==> src/rtl/core/utu8_pkg.sv <==
// utu8_pkg: shared types, constants and the unit classifier for the utf-16 to utf-8 encoder
// no dependencies; imported by every module under rtl/core
package utu8_pkg;

  localparam int UNIT_W      = 16;
  localparam int BYTE_W      = 8;
  localparam int MAX_BYTES   = 4;
  localparam int IDX_W       = 2;
  localparam int CNT_W       = 3;
  localparam int QUEUE_DEPTH = 2;

  localparam logic [BYTE_W-1:0] QMARK = 8'h3F;

  // unit classes with nothing held
  localparam logic [1:0] CLS_ONE   = 2'd0;
  localparam logic [1:0] CLS_TWO   = 2'd1;
  localparam logic [1:0] CLS_SURR  = 2'd2;
  localparam logic [1:0] CLS_THREE = 2'd3;

  // one queue entry: the bytes caused by one word and the index of the final byte
  typedef struct packed {
    logic [MAX_BYTES-1:0][BYTE_W-1:0] bytes;
    logic [IDX_W-1:0]                 last_idx;
  } entry_t;

  function automatic logic [1:0] classify(input logic [UNIT_W-1:0] u);
    logic [1:0] cls;
    if (u[15:7] == 9'd0) begin
      cls = CLS_ONE;
    end else if (u[15:11] == 5'd0) begin
      cls = CLS_TWO;
    end else if (u[15:11] == 5'b11011) begin
      cls = CLS_SURR;
    end else begin
      cls = CLS_THREE;
    end
    return cls;
  endfunction

endpackage

==> src/rtl/core/utu8_front.sv <==
// utu8_front: accepts code units, tracks the held high surrogate and builds byte groups
// depends on utu8_pkg
module utu8_front
  import utu8_pkg::*;
(
  input  logic              clk,
  input  logic              rst,
  input  logic              in_valid,
  output logic              in_ready,
  input  logic [UNIT_W-1:0] code_unit,
  input  logic              last_unit,
  input  logic              q_full,
  output logic              q_push,
  output entry_t            q_entry
);

  logic       pending;
  logic [9:0] held;

  logic                             accept;
  logic                             pair;
  logic                             hold_new;
  logic [MAX_BYTES-1:0][BYTE_W-1:0] pbytes;
  logic [CNT_W-1:0]                 pn;
  logic [CNT_W-1:0]                 n;
  logic [20:0]                      cp;

  assign in_ready = !q_full;
  assign accept   = in_valid && in_ready;
  assign pair     = pending && (code_unit[15:10] == 6'b110111);
  assign cp       = {1'b0, held, code_unit[9:0]} + 21'h10000;

  // plain encoding of the incoming unit
  always_comb begin
    pbytes   = '0;
    pn       = '0;
    hold_new = 1'b0;
    unique case (classify(code_unit))
      CLS_ONE: begin
        pbytes[0] = code_unit[7:0];
        pn        = 3'd1;
      end
      CLS_TWO: begin
        pbytes[0] = {3'b110, code_unit[10:6]};
        pbytes[1] = {2'b10, code_unit[5:0]};
        pn        = 3'd2;
      end
      CLS_SURR: begin
        if (!code_unit[10] && !last_unit) begin
          hold_new = 1'b1;
        end else begin
          pbytes[0] = QMARK;
          pn        = 3'd1;
        end
      end
      default: begin
        pbytes[0] = {4'hE, code_unit[15:12]};
        pbytes[1] = {2'b10, code_unit[11:6]};
        pbytes[2] = {2'b10, code_unit[5:0]};
        pn        = 3'd3;
      end
    endcase
  end

  // combine held-surrogate handling with the plain bytes
  always_comb begin
    q_entry.bytes = '0;
    n             = '0;
    if (pair) begin
      q_entry.bytes[0] = {5'b11110, cp[20:18]};
      q_entry.bytes[1] = {2'b10, cp[17:12]};
      q_entry.bytes[2] = {2'b10, cp[11:6]};
      q_entry.bytes[3] = {2'b10, cp[5:0]};
      n                = 3'd4;
    end else if (pending) begin
      q_entry.bytes[0] = QMARK;
      q_entry.bytes[1] = pbytes[0];
      q_entry.bytes[2] = pbytes[1];
      q_entry.bytes[3] = pbytes[2];
      n                = pn + 3'd1;
    end else begin
      q_entry.bytes = pbytes;
      n             = pn;
    end
    q_entry.last_idx = IDX_W'(n - 3'd1);
  end

  // a held high surrogate with nothing held before yields no bytes
  assign q_push = accept && (n != '0);

  always_ff @(posedge clk) begin
    if (rst) begin
      pending <= 1'b0;
      held    <= '0;
    end else if (accept) begin
      if (pair) begin
        pending <= 1'b0;
        held    <= '0;
      end else begin
        pending <= hold_new;
        held    <= hold_new ? code_unit[9:0] : 10'd0;
      end
    end
  end

endmodule

==> src/rtl/core/utu8_queue.sv <==
// utu8_queue: short fifo of byte groups between the front and back parts
// depends on utu8_pkg
module utu8_queue
  import utu8_pkg::*;
#(
  parameter int DEPTH = QUEUE_DEPTH
) (
  input  logic   clk,
  input  logic   rst,
  input  logic   push,
  input  entry_t push_entry,
  input  logic   pop,
  output entry_t head,
  output logic   empty,
  output logic   full
);

  localparam int PTR_W = (DEPTH > 1) ? $clog2(DEPTH) : 1;
  localparam int OCC_W = $clog2(DEPTH + 1);

  entry_t             mem [DEPTH];
  logic [PTR_W-1:0]   wr_ptr;
  logic [PTR_W-1:0]   rd_ptr;
  logic [OCC_W-1:0]   occ;

  assign empty = (occ == '0);
  assign full  = (occ == OCC_W'(DEPTH));
  assign head  = mem[rd_ptr];

  always_ff @(posedge clk) begin
    if (push) begin
      mem[wr_ptr] <= push_entry;
    end
  end

  always_ff @(posedge clk) begin
    if (rst) begin
      wr_ptr <= '0;
      rd_ptr <= '0;
      occ    <= '0;
    end else begin
      if (push) begin
        wr_ptr <= (wr_ptr == PTR_W'(DEPTH - 1)) ? '0 : wr_ptr + 1'b1;
      end
      if (pop) begin
        rd_ptr <= (rd_ptr == PTR_W'(DEPTH - 1)) ? '0 : rd_ptr + 1'b1;
      end
      if (push && !pop) begin
        occ <= occ + 1'b1;
      end else if (pop && !push) begin
        occ <= occ - 1'b1;
      end
    end
  end

endmodule

==> src/rtl/core/utu8_back.sv <==
// utu8_back: walks the head byte group and drives the registered output byte
// depends on utu8_pkg
module utu8_back
  import utu8_pkg::*;
(
  input  logic              clk,
  input  logic              rst,
  input  entry_t            head,
  input  logic              q_empty,
  output logic              q_pop,
  output logic              out_valid,
  input  logic              out_ready,
  output logic [BYTE_W-1:0] utf8_byte,
  output logic              run_end
);

  logic [IDX_W-1:0] idx;
  logic             load;
  logic             at_end;

  assign load   = !q_empty && (!out_valid || out_ready);
  assign at_end = (idx == head.last_idx);
  assign q_pop  = load && at_end;

  always_ff @(posedge clk) begin
    if (rst) begin
      out_valid <= 1'b0;
      idx       <= '0;
    end else begin
      if (load) begin
        out_valid <= 1'b1;
        idx       <= at_end ? '0 : idx + 1'b1;
      end else if (out_ready) begin
        out_valid <= 1'b0;
      end
    end
  end

  always_ff @(posedge clk) begin
    if (load) begin
      utf8_byte <= head.bytes[idx];
      run_end   <= at_end;
    end
  end

endmodule

==> src/rtl/core/utf16_to_utf8_encoder.sv <==
// utf16_to_utf8_encoder: top level of the utf-16 to utf-8 encoder
// depends on utu8_pkg, utu8_front, utu8_queue, utu8_back
//
//   channel  direction  handshake            payload
//   in       sink       in_valid/in_ready    code_unit[15:0], last_unit
//   out      source     out_valid/out_ready  utf8_byte[7:0], run_end
//
// each input word is turned into 0 to 4 bytes
// the output side delivers one byte per cycle, as long as out_ready is high and
// the queue holds a byte group; a single output byte register drives utf8_byte
// rst is synchronous and clears the held surrogate, the queue and the output
// the queue lets the front keep taking words while the output is stalled
module utf16_to_utf8_encoder
  import utu8_pkg::*;
#(
  parameter int QDEPTH = QUEUE_DEPTH
) (
  input  logic              clk,
  input  logic              rst,
  input  logic              in_valid,
  output logic              in_ready,
  input  logic [UNIT_W-1:0] code_unit,
  input  logic              last_unit,
  output logic              out_valid,
  input  logic              out_ready,
  output logic [BYTE_W-1:0] utf8_byte,
  output logic              run_end
);

  // front to queue
  logic   q_push;
  entry_t q_entry;
  logic   q_full;

  // queue to back
  entry_t q_head;
  logic   q_empty;
  logic   q_pop;

  // front: classify each word, pair surrogates, build its byte group
  utu8_front u_front (
    .clk       (clk),
    .rst       (rst),
    .in_valid  (in_valid),
    .in_ready  (in_ready),
    .code_unit (code_unit),
    .last_unit (last_unit),
    .q_full    (q_full),
    .q_push    (q_push),
    .q_entry   (q_entry)
  );

  // decoupling queue of byte groups
  utu8_queue #(
    .DEPTH (QDEPTH)
  ) u_queue (
    .clk        (clk),
    .rst        (rst),
    .push       (q_push),
    .push_entry (q_entry),
    .pop        (q_pop),
    .head       (q_head),
    .empty      (q_empty),
    .full       (q_full)
  );

  // back: serialize the group one byte per cycle while out_ready is high, flag the final byte
  utu8_back u_back (
    .clk       (clk),
    .rst       (rst),
    .head      (q_head),
    .q_empty   (q_empty),
    .q_pop     (q_pop),
    .out_valid (out_valid),
    .out_ready (out_ready),
    .utf8_byte (utf8_byte),
    .run_end   (run_end)
  );

endmodule

==> config.mk <==
export PLATFORM = sky130hd
export DESIGN_NAME = utf16_to_utf8_encoder
export DESIGN_NICKNAME = d
export VERILOG_FILES = /design/src/rtl/core/utu8_pkg.sv /design/src/rtl/core/utu8_front.sv /design/src/rtl/core/utu8_queue.sv /design/src/rtl/core/utu8_back.sv /design/src/rtl/core/utf16_to_utf8_encoder.sv
export SDC_FILE = /design/constraint.sdc
export NUM_CORES = 1
export LEC_CHECK = 0
export BUFFER_PORTS_ARGS = -buffer_cell sky130_fd_sc_hd__buf_2
export CAP_MARGIN = 20
export CORE_ASPECT_RATIO = 2
export CORE_MARGIN = 5
export CORE_UTILIZATION = 52
export CTS_BUF_LIST = sky130_fd_sc_hd__clkbuf_8
export DETAILED_ROUTE_END_ITERATION = 8
export GPL_TIMING_DRIVEN = 0
export PLACE_DENSITY = 0.7
export SETUP_SLACK_MARGIN = 0.05
export SYNTH_ARGS = -nofsm -noshare
export SYNTH_HDL_FRONTEND = slang
export SYNTH_HIERARCHICAL = 1
export SYNTH_SLANG_ARGS = --single-unit
==> constraint.sdc <==
create_clock -name clk -period 4.7 [get_ports clk]
set_input_delay 0.47 -clock clk [delete_from_list [all_inputs] [get_ports clk]]
set_output_delay 0.47 -clock clk [all_outputs]
set_load 0.005 [all_outputs]
## Yosys cells after proc, flatten, opt, wreduce, memory -nomap -nowiden

Memory sizes are Yosys's and may differ from the RTL's. A register that Yosys moved wholly into a read port is not among the register bits.
Index checks and enable logic that the tools add are counted.

| cells by class | value |
|---|---|
| order comparisons | 1 |
| mux-type cells | 31 |
| add/sub/neg operators | 8 |
| equal/unequal tests | 6 |
| reduce and logical (&&, ||, !) cells | 25 |

Operators with widths:

| operator | number |
|---|---|
| $mux W32 | 2 |
| $pmux W8 S3 | 1 |
| $add A20 B17 Y21 const B | 1 |
| $mux W10 | 2 |
| $bmux W8 S2 | 1 |
| $mux W8 | 2 |
| $pmux W8 S2 | 1 |
| $mux W1 | 13 |
| $mux W2 | 5 |
| $logic_not A9 Y1 | 1 |
| $logic_and A1 B1 Y1 | 8 |
| $logic_not A1 Y1 | 7 |
| $eq A6 B6 Y1 const B | 1 |
| $mux W3 | 2 |
| $mux W6 | 1 |
| $pmux W2 S3 | 1 |
| $eq A5 B5 Y1 const B | 1 |
| $logic_not A5 Y1 | 1 |
| $add A2 B1 Y2 const B | 2 |
| $eq A2 B2 Y1 const B | 2 |
| $logic_not A2 Y1 | 2 |
| $reduce_bool A2 Y1 | 2 |
| $sub A2 B1 Y2 const B | 2 |
| $add A2 B1 Y3 const B | 1 |
| other kinds (8) | 9 |

| storage, ports and cells | value |
|---|---|
| word-level logic and storage cells | 81 |
| output and inout port bits | 11 |
| bits of input ports | 21 |
| memories kept | 1 |
| flip-flop bits (word level) | 27 |
| bits in writable memories | 68 |

Memory list:

| name | words | width | rd ports | clocked after Yosys merged registers in | wr ports | line | RTL |
|---|---|---|---|---|---|---|---|
| u_queue.mem | 2 | 34 | 1 | 1 | 1 | utu8_queue.sv:21 | `entry_t mem [DEPTH];` |

## Depth between registers and ports, before layout

| logic depth | value |
|---|---|
| word-level depth | 15 |
| depth in mapped cells | 12 |
| depth with buffers taken out | 11 |

## Cells and area by module

The synthesis kept the hierarchy.

Modules (own cells, without submodules):

| module | cells each | area each (µm²) | instances | seq. area each (µm²) |
|---|---|---|---|---|
| utu8_queue | 128 | 2,660.1 | 1 | 2,142.1 |
| utu8_front | 161 | 1,204.9 | 1 | 220.2 |
| utu8_back | 42 | 644.4 | 1 | 330.3 |

## Least setup slack after synthesis

OpenSTA, ideal clock, no wires.

| path | value |
|---|---|
| kind | input to register |
| start point | input code_unit[11] |
| end point | memory u_queue/mem[0][0] (netlist bit) (enable) |
| path slack | 543 ps |
| data required time | 4,271 ps |
| setup time | 429 ps |
| arrival | 3,728 ps |
| stages | 9 |
| cell sequence | or3_4 or3_1 buf_6 nor2_8 a211oi_1 xnor2_1 ha_1 a21oi_1 nor2b_1 |

| on the way | value |
|---|---|
| cells in the longest elaborated chain, start to end | 13 |

RTL lines:

| element | line | RTL |
|---|---|---|
| start: declaration | utf16_to_utf8_encoder.sv:22 | `input logic [UNIT_W-1:0] code_unit,` |
| $eq A5 B5 Y1 | utu8_pkg.sv:32 | `end else if (u[15:11] == 5'b11011) begin` |
| $mux W1 | utu8_pkg.sv:32 |  |
| $mux W2 | utu8_pkg.sv:30 | `end else if (u[15:11] == 5'd0) begin` |
| $mux W2 | utu8_pkg.sv:28 | `if (u[15:7] == 9'd0) begin` |
| $eq A2 B2 Y1 (tied with other cells) | utu8_front.sv:38 | `unique case (classify(code_unit))` |
| $pmux W2 S3 | utu8_front.sv:38 |  |
| $add A2 B1 Y3 | utu8_front.sv:80 | `n = pn + 3'd1;` |
| $mux W3 | utu8_front.sv:75 | `end else if (pending) begin` |
| $mux W3 * | utu8_front.sv:69 | `if (pair) begin` |
| $reduce_bool A3 Y1 * | utu8_front.sv:89 | `assign q_push = accept && (n != '0);` |
| $logic_and A1 B1 Y1 * | utu8_front.sv:89 |  |
| via q_push | utf16_to_utf8_encoder.sv:31 | `logic q_push;` |
| $mux W1 * | utu8_queue.sv:31 | `if (push) begin` |
| $mux W1 (implied by the code) * | utu8_queue.sv:32 | `mem[wr_ptr] <= push_entry;` |
| end: declaration | utu8_queue.sv:21 |  |

The timed path passes the listed nets; every way through them passes the cells marked *.

## Final worst setup path

| path | value |
|---|---|
| start point | input code_unit[11] |
| end point | memory u_queue/mem[1][1] (netlist bit) (enable) |

Same word-level chain as after synthesis.

==> run metrics <==
outcome=complete, no violations; Via Count=roughly 2,900; Synth area leaders=edfxtp_1, mux2_2, dfxtp_1, mux4_2, a22oi_1; Metal-1 WL=3440 microns; post-synth top area cell=edfxtp_1; FF-to-FF setup slack=~1.7 ns; later-pin clock latency in the skew report=~0.36 ns; kind of critical path=input pin to flip-flop; max layer used=met4; nets=just under 400; number of enable flip-flop cells after synthesis=77; Async S/R FF share, synth=0%; Die Area=approximately 11,000 sq um; CTS root buf=clkbuf_8; reg-to-reg endpoint=u_queue/mem[1][1]; reg2reg start=u_front/pending; maximum VDD drop=0.240 mV; final-report setup violation count=0; total power=around 2200 uW; top-area cell type share of the netlist area=about 51%; Hold Violations, Final=0; share of cells above drive strength 1=29.1%; Max Freq=a little under 0.3 GHz; setup TNS=0 ns; Worst-Margin Slew=0.992 ns; Fillers=732; count of input and output buffers=29; hold worst-path end=u_front/held[2]; initial core utilization=52.5%; htree depth=3; # DRC=0; met3 WL=between 300 and 400 microns; max_slew headroom=~34%; initial antenna violation count=0; Startpoint Class=input pin; number of buffers created by CTS=9; Cells after Synth=roughly 330; MaxCap Viol Count=0; largest net degree at the start of global routing=35; Core ar.=about 8600 sq um; ANT nets after route=0; Layout area overhead=10.3%; Tmin final=around 3.4 ns; number of global-route vias before repair=approximately 2,900; DRT Pass-1 Iters=4; Pwr per Cell Area=around 440 nW/um^2; ys flop type=edfxtp_1; synth unique cells=just under 60; Max Root-Sink Buffers=2; TritonCTS clock tree=yes; DRT Wirelength=9610 microns; Post-Syn Area per Cell=around 14 sq um; critical path arrival=approximately 3.4 ns; Final Skew=just under 0.009 ns; register area share after synthesis=59.7%; CP Data Required Time=between 4 and 5 ns; Yosys warning count=6; RSZ-0062 raised after global routing=no; Post-CTS Setup Repair Bufs=0; DR WL/cell=about 20 microns; GP Congestion=slightly below 1; die width=about 76 microns; Worst R2R Path Depth=7; FF+latch count, synth=96; row count=48; Hold Path Class=input pin to flip-flop; DR vias/cell=between 5 and 6; WHS Path Cells=3; CTS Sinks=96; Synth Cell Area=~4500 sq um; Min-Delay Startpoint=code_unit[2]; DPL Wire Length=7160 microns; Ports=32; DR iter-0 viols=200; leakage=around 0.0017 uW; Inserted Diodes=0; first-pass GRT wire length=around 15,000 microns; gr ovfl total=0; nature of the critical path endpoint=flip-flop; crit path max fanout=34; Slew Limit Fails=0; total global-route track usage=~19%; ratio of final minimum period to clock period=about 73%; clk slew on worst S/H paths=roughly 0.09 ns; CTS Hold Bufs=0; Detail Route met2 WL=between 5000 and 6000 microns; post-cts sizing count=0; Die Ht=142 microns
worst max-delay path, cell delays in order:
cell,delay [ns]
buf_2,0.14
or3_4,0.43
nor3_4,0.32
nor2_1,0.27
a211oi_1,0.29
xnor2_1,0.16
ha_1,0.23
a21oi_1,0.34
and2_2,0.74
where the power goes:
group,switching [uW],internal (uW)
combinational,312,262
sequential,48.5,1120
clock,269,187
total,629,1570
cells by family (layout without fill, tap and decap cells):
| family | after synthesis | after routing | synth area share, % |
|---|---|---|---|
| compound gates | 76 | 76 | 12.3 |
| xor+xnor | 9 | 9 | 1.75 |
| fa+ha+maj | 3 | 3 | 0.832 |
| buf+inv | 32 | 78 | 3.94 |
| flops | 96 | 96 | 59.7 |
| mux | 43 | 43 | 12.8 |
| other cells | 1 | 2 | 0.0832 |
| simple gates | 71 | 71 | 8.60 |
per-layer routing:
metal | vias up | track usage (%)
li1 | 1353 | -
met1 | 1388 | 20.6
met2 | 81 | 34.1
met3 | 29 | 3.62
met4 | 0 | 10.7
met5 | - | 0
layout make-up:
class,count,area (sq um),share of cell area [%]
sequential,96,2690,54.1
timing repair buffer,30,165,3.32
inverter,11,41.3,0.830
clock inverter,7,40.0,0.805
clock buffer,9,124,2.49
buffer,21,136,2.74
tap,100,125,2.51
multi-input combinational,204,1650,33.2
layout by cell type (no fill, tap or decap), drive strengths merged, types with 2 or more instances in the layout:
cell type and instances:
xnor2 5, nor2b 4, a22o 4, dfxtp 19, buf 42, o2bb2ai 2
nand2 12, mux4 8, inv 12, a22oi 12, clkinv 4, a221o 2
nor2 25, and3 2, or3 3, a31oi 3, o22ai 3, clkinvlp 2
o21ai 13, nor3 7, clkbuf 17, a32oi 2, a32o 2, a21oi 13
xor2 4, and2 8, edfxtp 77, o211ai 3, mux2 34, a221oi 2
nand3 2, a211oi 4, o31ai 3, conb 2, o21a 2, nand2b 2
ha 3
cells in the mapped netlist (5+ instances only):
cell type / count
a22oi_1: 12
clkbuf_1: 7
and2_1: 8
xnor2_1: 5
buf_4: 6
dfxtp_1: 19
mux2_2: 34
nand2_1: 12
nor3_1: 5
a21oi_1: 12
inv_1: 11
nor2_1: 24
edfxtp_1: 77
mux4_2: 7
o21ai_0: 11
metrics by stage:
| stage | hold WS, ns | area, sq um | setup slack, ns | std cells | utilization, % |
|---|---|---|---|---|---|
| CTS | 0.404 | 4980 | 1.27 | 478 | 57.9 |
| finish | 0.424 | 4980 | 1.29 | 478 | 57.9 |
| global placement | 0.476 | 4780 | -0.757 | 461 | 55.7 |
| detailed placement | 0.508 | 4810 | 0.882 | 462 | 56.0 |
| floorplan | 0.461 | 4510 | 0.543 | 332 | - |
| global route | 0.410 | 4980 | 1.10 | 478 | 57.9 |
flip-flops by register name, summed over array words and instances, names as in the netlist, named ones only:
name	flops
u_queue/mem	68
u_back/out_valid	1
u_queue/wr_ptr	1
u_back/run_end	1
u_queue/rd_ptr	1
u_front/held	10
u_back/utf8_byte	8
u_back/idx	2
u_front/pending	1
u_queue/occ	2
worst max path at each step:
stage	start	to	slack, ns
floorplan	code_unit[11]	u_queue/mem[0][0]	0.54
global placement	code_unit[11]	u_queue/mem[0][23]	-0.76
detailed placement	code_unit[11]	u_queue/mem[1][24]	0.88
CTS	code_unit[11]	u_queue/mem[1][11]	1.27
global route	code_unit[11]	u_queue/mem[1][30]	1.10
finish	code_unit[11]	u_queue/mem[1][1]	1.29
Note: power is estimated with default switching activity, not from simulation.
